[src/hdl/ball_flight_bounce_step_top_assert.svh]
// assertion macros for the ball flight stepper
`ifndef BALL_FLIGHT_BOUNCE_STEP_TOP_ASSERT_SVH
`define BALL_FLIGHT_BOUNCE_STEP_TOP_ASSERT_SVH
// implication checked on every clock while out of reset
`define BFB_ASSERT_IMP(label, ante, cons) \
    label: assert property (@(posedge i_clk) disable iff (!i_rst_n) (ante) |-> (cons)) \
        else $error("assertion failed");
// next-cycle implication
`define BFB_ASSERT_NXT(label, ante, cons) \
    label: assert property (@(posedge i_clk) disable iff (!i_rst_n) (ante) |=> (cons)) \
        else $error("assertion failed");
`endif

[src/hdl/bfb_pkg.sv]
// ------------------------------------------------------------------------
// bfb_pkg
// shared widths, register indexes, word limits, gravity constant and saturation
// ------------------------------------------------------------------------
package bfb_pkg;
    localparam int W = 32;
    localparam int F = 16;
    localparam int DTW = 16;
    localparam int CFG_IDX_W = 3;
    localparam int PW = 2 * W + 2;

    localparam logic [CFG_IDX_W-1:0] REG_MAG_X = 3'd0;
    localparam logic [CFG_IDX_W-1:0] REG_MAG_Y = 3'd1;
    localparam logic [CFG_IDX_W-1:0] REG_MAG_Z = 3'd2;
    localparam logic [CFG_IDX_W-1:0] REG_DRAG = 3'd3;
    localparam logic [CFG_IDX_W-1:0] REG_REACH_X = 3'd4;
    localparam logic [CFG_IDX_W-1:0] REG_REACH_Z = 3'd5;
    localparam logic [CFG_IDX_W-1:0] REG_SURF_Y = 3'd6;
    localparam logic [CFG_IDX_W-1:0] REG_FLOOR_Y = 3'd7;

    localparam logic signed [W-1:0] WMAX = {1'b0, {(W-1){1'b1}}};
    localparam logic signed [W-1:0] WMIN = {1'b1, {(W-1){1'b0}}};
    localparam logic [W-1:0] GRAV = W'(10) << F;

    // saturate a full-product-width signed value to a word
    function automatic logic signed [W-1:0] sat66(input logic signed [PW-1:0] x);
        logic signed [PW-1:0] hi;
        logic signed [PW-1:0] lo;
        hi = PW'(WMAX);
        lo = PW'(WMIN);
        if (x > hi) sat66 = WMAX;
        else if (x < lo) sat66 = WMIN;
        else sat66 = x[W-1:0];
    endfunction
endpackage

[src/hdl/bfb_mul.sv]
// ------------------------------------------------------------------------
// bfb_mul
// shared signed multiplier with registered full-width product
// ------------------------------------------------------------------------
module bfb_mul import bfb_pkg::*; (
    input  logic                i_clk,
    input  logic signed [W:0]   i_a,
    input  logic signed [W:0]   i_b,
    output logic signed [PW-1:0] o_p
);
    logic signed [PW-1:0] r_p;
    always_ff @(posedge i_clk) begin
        r_p <= PW'(i_a * i_b);
    end
    assign o_p = r_p;
endmodule

[config.mk]
export PLATFORM = sky130hd
export DESIGN_NAME = bfb_mul
export DESIGN_NICKNAME = d
export VERILOG_FILES = /design/src/hdl/ball_flight_bounce_step_top_assert.svh /design/src/hdl/bfb_pkg.sv /design/src/hdl/bfb_mul.sv
export SDC_FILE = /design/constraint.sdc
export NUM_CORES = 2
export LEC_CHECK = 0
export ABC_AREA = 1
export BUFFER_PORTS_ARGS = -buffer_cell sky130_fd_sc_hd__buf_2
export CAP_MARGIN = 15
export CORE_UTILIZATION = 35
export CTS_CLUSTER_SIZE = 14
export DETAILED_ROUTE_END_ITERATION = 10
export SYNTH_ARGS = -nofsm -noshare
export SYNTH_HDL_FRONTEND = slang
export SYNTH_SLANG_ARGS = --single-unit
[constraint.sdc]
create_clock -name i_clk -period 8.4 [get_ports i_clk]
set_input_delay 0.84 -clock i_clk [delete_from_list [all_inputs] [get_ports i_clk]]
set_output_delay 0.84 -clock i_clk [all_outputs]
set_load 0.01 [all_outputs]
* Word-level counts from Yosys, hierarchy flattened
Cells that the tools add are included.
Word-level totals: bits in latches 0, word-level logic and storage cells 2, memory bits (writable) 0, input bits 67, register bits 66, ROM bits 0, memories kept 0
Operators by class: add/sub/neg operators 0, muxes and demuxes 0, multiply operators 1, shifts and indexed selects 0, eq/ne operators 0, bitwise operators 0, divide/modulo/power cells 0, reduce and logical (&&, ||, !) cells 0, order comparisons 0
Operators by type and width (count):
- $mul A33 B33 Y66 | 1

* Depth between registers and ports, before layout
word-level depth 1, depth in mapped cells 34, depth with buffers taken out 32

* Worst setup path before layout
Ideal clock, no wire load.
path kind input to register, start input port i_a[32], end register r_p[60], in the netlist o_p[60], buffers on the path 2, data arrival time 7.483 ns, stages 23, data required time 8.287 ns, path slack 0.804 ns, cells stage by stage clkbuf_1 clkbuf_1 nand2_1 inv_1 fa_1 fa_1 fa_1 fa_1 inv_1 fa_1 fa_1 fa_1 fa_1 inv_1 ha_1 nand2_1 nor2_1 inv_1 nor3_1 nand2_1 and2_0 nand4_1 nand2_1
On the way: word-level cells in the longest chain between the ends 1
RTL lines:
- start, declared | RTL line bfb_mul.sv:7 | input logic signed [W:0] i_a,
- $mul A33 B33 Y66 | RTL line bfb_mul.sv:13 | r_p <= PW'(i_a * i_b);
- end signal, assigned | RTL line bfb_mul.sv:13
- end, declared | RTL line bfb_mul.sv:11 | logic signed [PW-1:0] r_p;
Every way passes these cells.

* Worst setup path after layout
start input port i_b[6], end register r_p[60], in the netlist o_p[60]
On the way: word-level cells in the longest chain between the ends 1
RTL lines:
- start, declared | RTL line bfb_mul.sv:8 | input logic signed [W:0] i_b,
- $mul A33 B33 Y66 | RTL line bfb_mul.sv:13
Every way passes these cells.

==> impl.org <==
** CTS
- Number of buffers added to fix hold violations after cts :: 0
- CTS tree :: done
- Root buf cell :: sky130_fd_sc_hd__clkbuf_16
- After clock tree synthesis, the repair step resized 0 gates.
- Clock-pin transition on the worst setup and hold timing paths :: about 70 ps
- # clock sinks :: 66
- Buffers added to address setup during post-CTS repair amount to 0.
- H-tree depth :: 3
- In this run, CTS created clock tree buffers numbering 9.
- Longest Clk Path Bufs :: 2

** Die
- Die outline area :: roughly 120000 um2
- Die span in x :: about 350 um
- The initial utilization of the core area, before any placement, comes to 0.354.
- The die is 353 um tall.
- In this run the standard cell core region covers roughly 120000 um2.
- Num rows :: between 100 and 150
- Number of top-level design ports :: approximately 130

** Timing
- Headroom to the max-slew limit came out at 0.375.
- Final Hold Violating Endpoints :: 0
- Timing-limited maximum frequency :: 129 MHz
- Period utilisation layout :: 0.921
- Count of pins over their slew limit :: 0
- Time the final worst path needs with I/O delays and setup :: a little under 8000 ps
- Setup violators final :: 0
- Unrepaired setup endpoints after global routing :: no
- For the pin with the worst max-slew slack, the measured transition is between 900 and 1000 ps.
- After routing, the total negative slack on setup checks comes to 0 ps.
- Hold is met by about 1300 ps.

** Yosys
- Proportion of netlist area held by the largest area contributor :: 0.531
- The mapped netlist covers around 43000 um2.
- Compound-Gate Fraction of Synth Area :: 0.0138
- The share of the Yosys chip area taken by registers is 0.0306.
- In the post-synthesis netlist, the biggest area contributors are sky130_fd_sc_hd__fa_1 53%, sky130_fd_sc_hd__inv_1 16%, sky130_fd_sc_hd__nand2_1 13%, sky130_fd_sc_hd__ha_1 6.3%, sky130_fd_sc_hd__dfxtp_1 3.1%.
- Area share of fa/ha/maj cells after synthesis :: 0.594
- Synthesized netlist cell count :: between 5000 and 6000
- Number of warnings printed during yosys synthesis :: 0
- Dominant combinational cell family by area after synthesis :: adder cells
- The synthesized netlist contains 35 unique library cells.
- Synthesis produced a netlist with a net count of about 7000.
- Yosys reg bits :: 66
- Mux share of post-synthesis cell area :: 0
- Dominant cell type by area after synthesis :: sky130_fd_sc_hd__fa_1
- Of the total synthesized cell area, the portion taken by AND, OR, NAND and NOR gates is 0.166.
- Average footprint of a synthesized cell :: between 7 and 8 um2
- Of the total synthesized cell area, the portion taken by XOR and XNOR cells is 0.00832.

** Final layout
- The finished layout holds slightly above 7000 standard cells, fillers aside.
- Growth of design area from synthesis to finish :: 6.83%
- The final layout contains 6960 nets.
- Fraction of layout cells with a size suffix above 1 :: 0.0571
- Post-route core utilization :: 0.378
- The register with the most flip-flops in the layout has 66 of them.

** GRT
- Maximum number of pins on one net before global-route repair :: 34
- For this run the aggregate overflow at the end of global routing stands at 0.
- The number of global-route vias before repair is 35938.
- For this run, the total global-route usage over all layers was measured as 0.208.
- The first global-routing pass estimated about 200 mm of wire.
- Number of antenna violations at the first check in global routing :: 6

** Placement
- Detailed placement ended at an HPWL of 110 mm.
- Including well taps, the total number of placed cells is between 7000 and 8000.
- Input and output buffers added on the ports amount to 132.
- Final estimated routing congestion in global placement :: 0.928

** Route
- Routed wire length per instance :: about 17 um
- Summing over every cut layer, the via total after detailed routing is 32770.
- In this run the remaining antenna-violating nets after routing total 0.
- Total Routed Length :: around 120 mm
- After detailed routing, the number of remaining DRC violations is 0.
- Via count normalized by instance count :: between 4 and 5
- Router iterations before antenna repair :: 8
- The detailed router finished its first iteration with between 2000 and 2500 violations.

** Worst setup path
- STA classifies the critical path endpoint as a flop.
- Setup crit start kind :: input port
- Highest net fanout along the worst path :: 19
- Endpoint required time on the critical path :: ~8700 ps
- Worst Path Arrival :: 7990 ps
- Critical Setup Path Class :: in2reg

** Min path
- Worst min-delay path category :: in2reg

** Status
- Result of the run :: finished, final reports clean

** Job
- Max_cap viols :: 0
==> Yosys cell counts (all sizes together) <==
cell and count:
fa 1145, nand3 78, xor2 37, nand4 19, o21a 1, o21bai 14
buf 1, nor2 154, nand3b 3, inv 1895, or2 6, nor3 8
dfxtp 66, a21o 2, clkbuf 262, a21oi 65, o21ai 23, nor4 5
ha 217, and2 3, xnor2 4, a21boi 1, nand2 1534
==> metrics by stage <==
| step | cell area (um2) | setup WS [ps] |
|---|---|---|
| after floorplan | 43200 | 804 |
| after global placement | 45800 | 377 |
| after detailed placement | 45800 | 366 |
| after CTS | 46100 | 728 |
| after global routing | 46100 | 236 |
| final | 46100 | 664 |
==> layer usage <==
metal / global-route usage / part of all wire / vias up / routed length [um]
li1: - / - / 14949 / -
met1: 0.269 / 0.42 / 16641 / 51800
met2: 0.372 / 0.51 / 995 / 63000
met3: 0.0207 / 0.052 / 177 / 6510
met4: 0.0497 / 0.026 / 8 / 3180
met5: 0 / 0.00043 / - / 53
==> path summary, 6_finish.rpt <==
path                  end   start  depth (start not counted)
setup / recovery  o_p[60]  i_b[6]                         26
hold / removal     o_p[0]  i_a[0]                          4
==> area by class of cell <==
class	instances	area, um2
sequential	66	1320
clock buffer	10	229
fill	12751	75900
antenna	1	2.50
tap	1625	2030
inverter	1895	7110
multi-input combinational	3319	33800
timing repair buffer	240	1560
clock inverter	6	114
==> critical path: stages <==
cell and delay [ps]:
sky130_fd_sc_hd__buf_2 410, sky130_fd_sc_hd__nand2_1 240, sky130_fd_sc_hd__inv_1 140, sky130_fd_sc_hd__fa_1 440, sky130_fd_sc_hd__fa_1 530, sky130_fd_sc_hd__inv_1 140, sky130_fd_sc_hd__fa_1 570, sky130_fd_sc_hd__inv_1 70
sky130_fd_sc_hd__fa_1 720, sky130_fd_sc_hd__buf_4 300, sky130_fd_sc_hd__inv_1 110, sky130_fd_sc_hd__fa_1 490, sky130_fd_sc_hd__fa_1 570, sky130_fd_sc_hd__fa_1 430, sky130_fd_sc_hd__fa_1 490, sky130_fd_sc_hd__inv_1 40
sky130_fd_sc_hd__ha_1 360, sky130_fd_sc_hd__nand2_1 110, sky130_fd_sc_hd__nor2_1 160, sky130_fd_sc_hd__inv_1 80, sky130_fd_sc_hd__nor3_1 270, sky130_fd_sc_hd__nand2_1 120, sky130_fd_sc_hd__nor2_1 100, sky130_fd_sc_hd__nand2_1 70
sky130_fd_sc_hd__nand4_1 80, sky130_fd_sc_hd__nand2_1 60
==> cells in the final DEF (no fill, tap or decap), types with 2 or more instances in the layout <==
master | Yosys | final
sky130_fd_sc_hd__fa_1 | 1145 | 1145
sky130_fd_sc_hd__o21ai_0 | 19 | 19
sky130_fd_sc_hd__buf_4 | 0 | 101
sky130_fd_sc_hd__a21oi_1 | 61 | 61
sky130_fd_sc_hd__xnor2_1 | 4 | 4
sky130_fd_sc_hd__bufinv_16 | 0 | 3
sky130_fd_sc_hd__nor2_4 | 3 | 3
sky130_fd_sc_hd__nand3_1 | 70 | 70
sky130_fd_sc_hd__or2_2 | 5 | 5
sky130_fd_sc_hd__xor2_1 | 37 | 37
sky130_fd_sc_hd__nand2_2 | 17 | 17
sky130_fd_sc_hd__nand3b_1 | 3 | 3
sky130_fd_sc_hd__clkinvlp_4 | 0 | 2
sky130_fd_sc_hd__and2_1 | 2 | 2
sky130_fd_sc_hd__a21o_1 | 2 | 2
sky130_fd_sc_hd__nor2_1 | 131 | 131
sky130_fd_sc_hd__nor3_1 | 7 | 7
sky130_fd_sc_hd__buf_12 | 0 | 7
sky130_fd_sc_hd__nand3_2 | 8 | 8
sky130_fd_sc_hd__nor2_2 | 20 | 20
sky130_fd_sc_hd__a21oi_2 | 4 | 4
sky130_fd_sc_hd__o21bai_1 | 14 | 14
sky130_fd_sc_hd__ha_1 | 217 | 217
sky130_fd_sc_hd__inv_1 | 1894 | 1894
sky130_fd_sc_hd__nand4_1 | 19 | 19
sky130_fd_sc_hd__o21ai_1 | 3 | 3
sky130_fd_sc_hd__nor4_1 | 4 | 4
sky130_fd_sc_hd__dfxtp_1 | 66 | 66
sky130_fd_sc_hd__buf_2 | 0 | 132
sky130_fd_sc_hd__clkbuf_16 | 0 | 9
sky130_fd_sc_hd__nand2_1 | 1517 | 1517
==> kinds of logic (layout without fill, tap and decap cells) <==
group | after synthesis | after routing
AOI/OAI and AO/OA | 106 | 106
xor gates and xnor gates | 41 | 41
adders and majority gates | 1362 | 1362
buffers and inverters | 2158 | 2151
DFF | 66 | 66
other | 0 | 1
and+or+nand+nor | 1810 | 1810
Power is not shown: default switching activity piles up to over one toggle a cycle in this logic, so the estimate is an artifact.
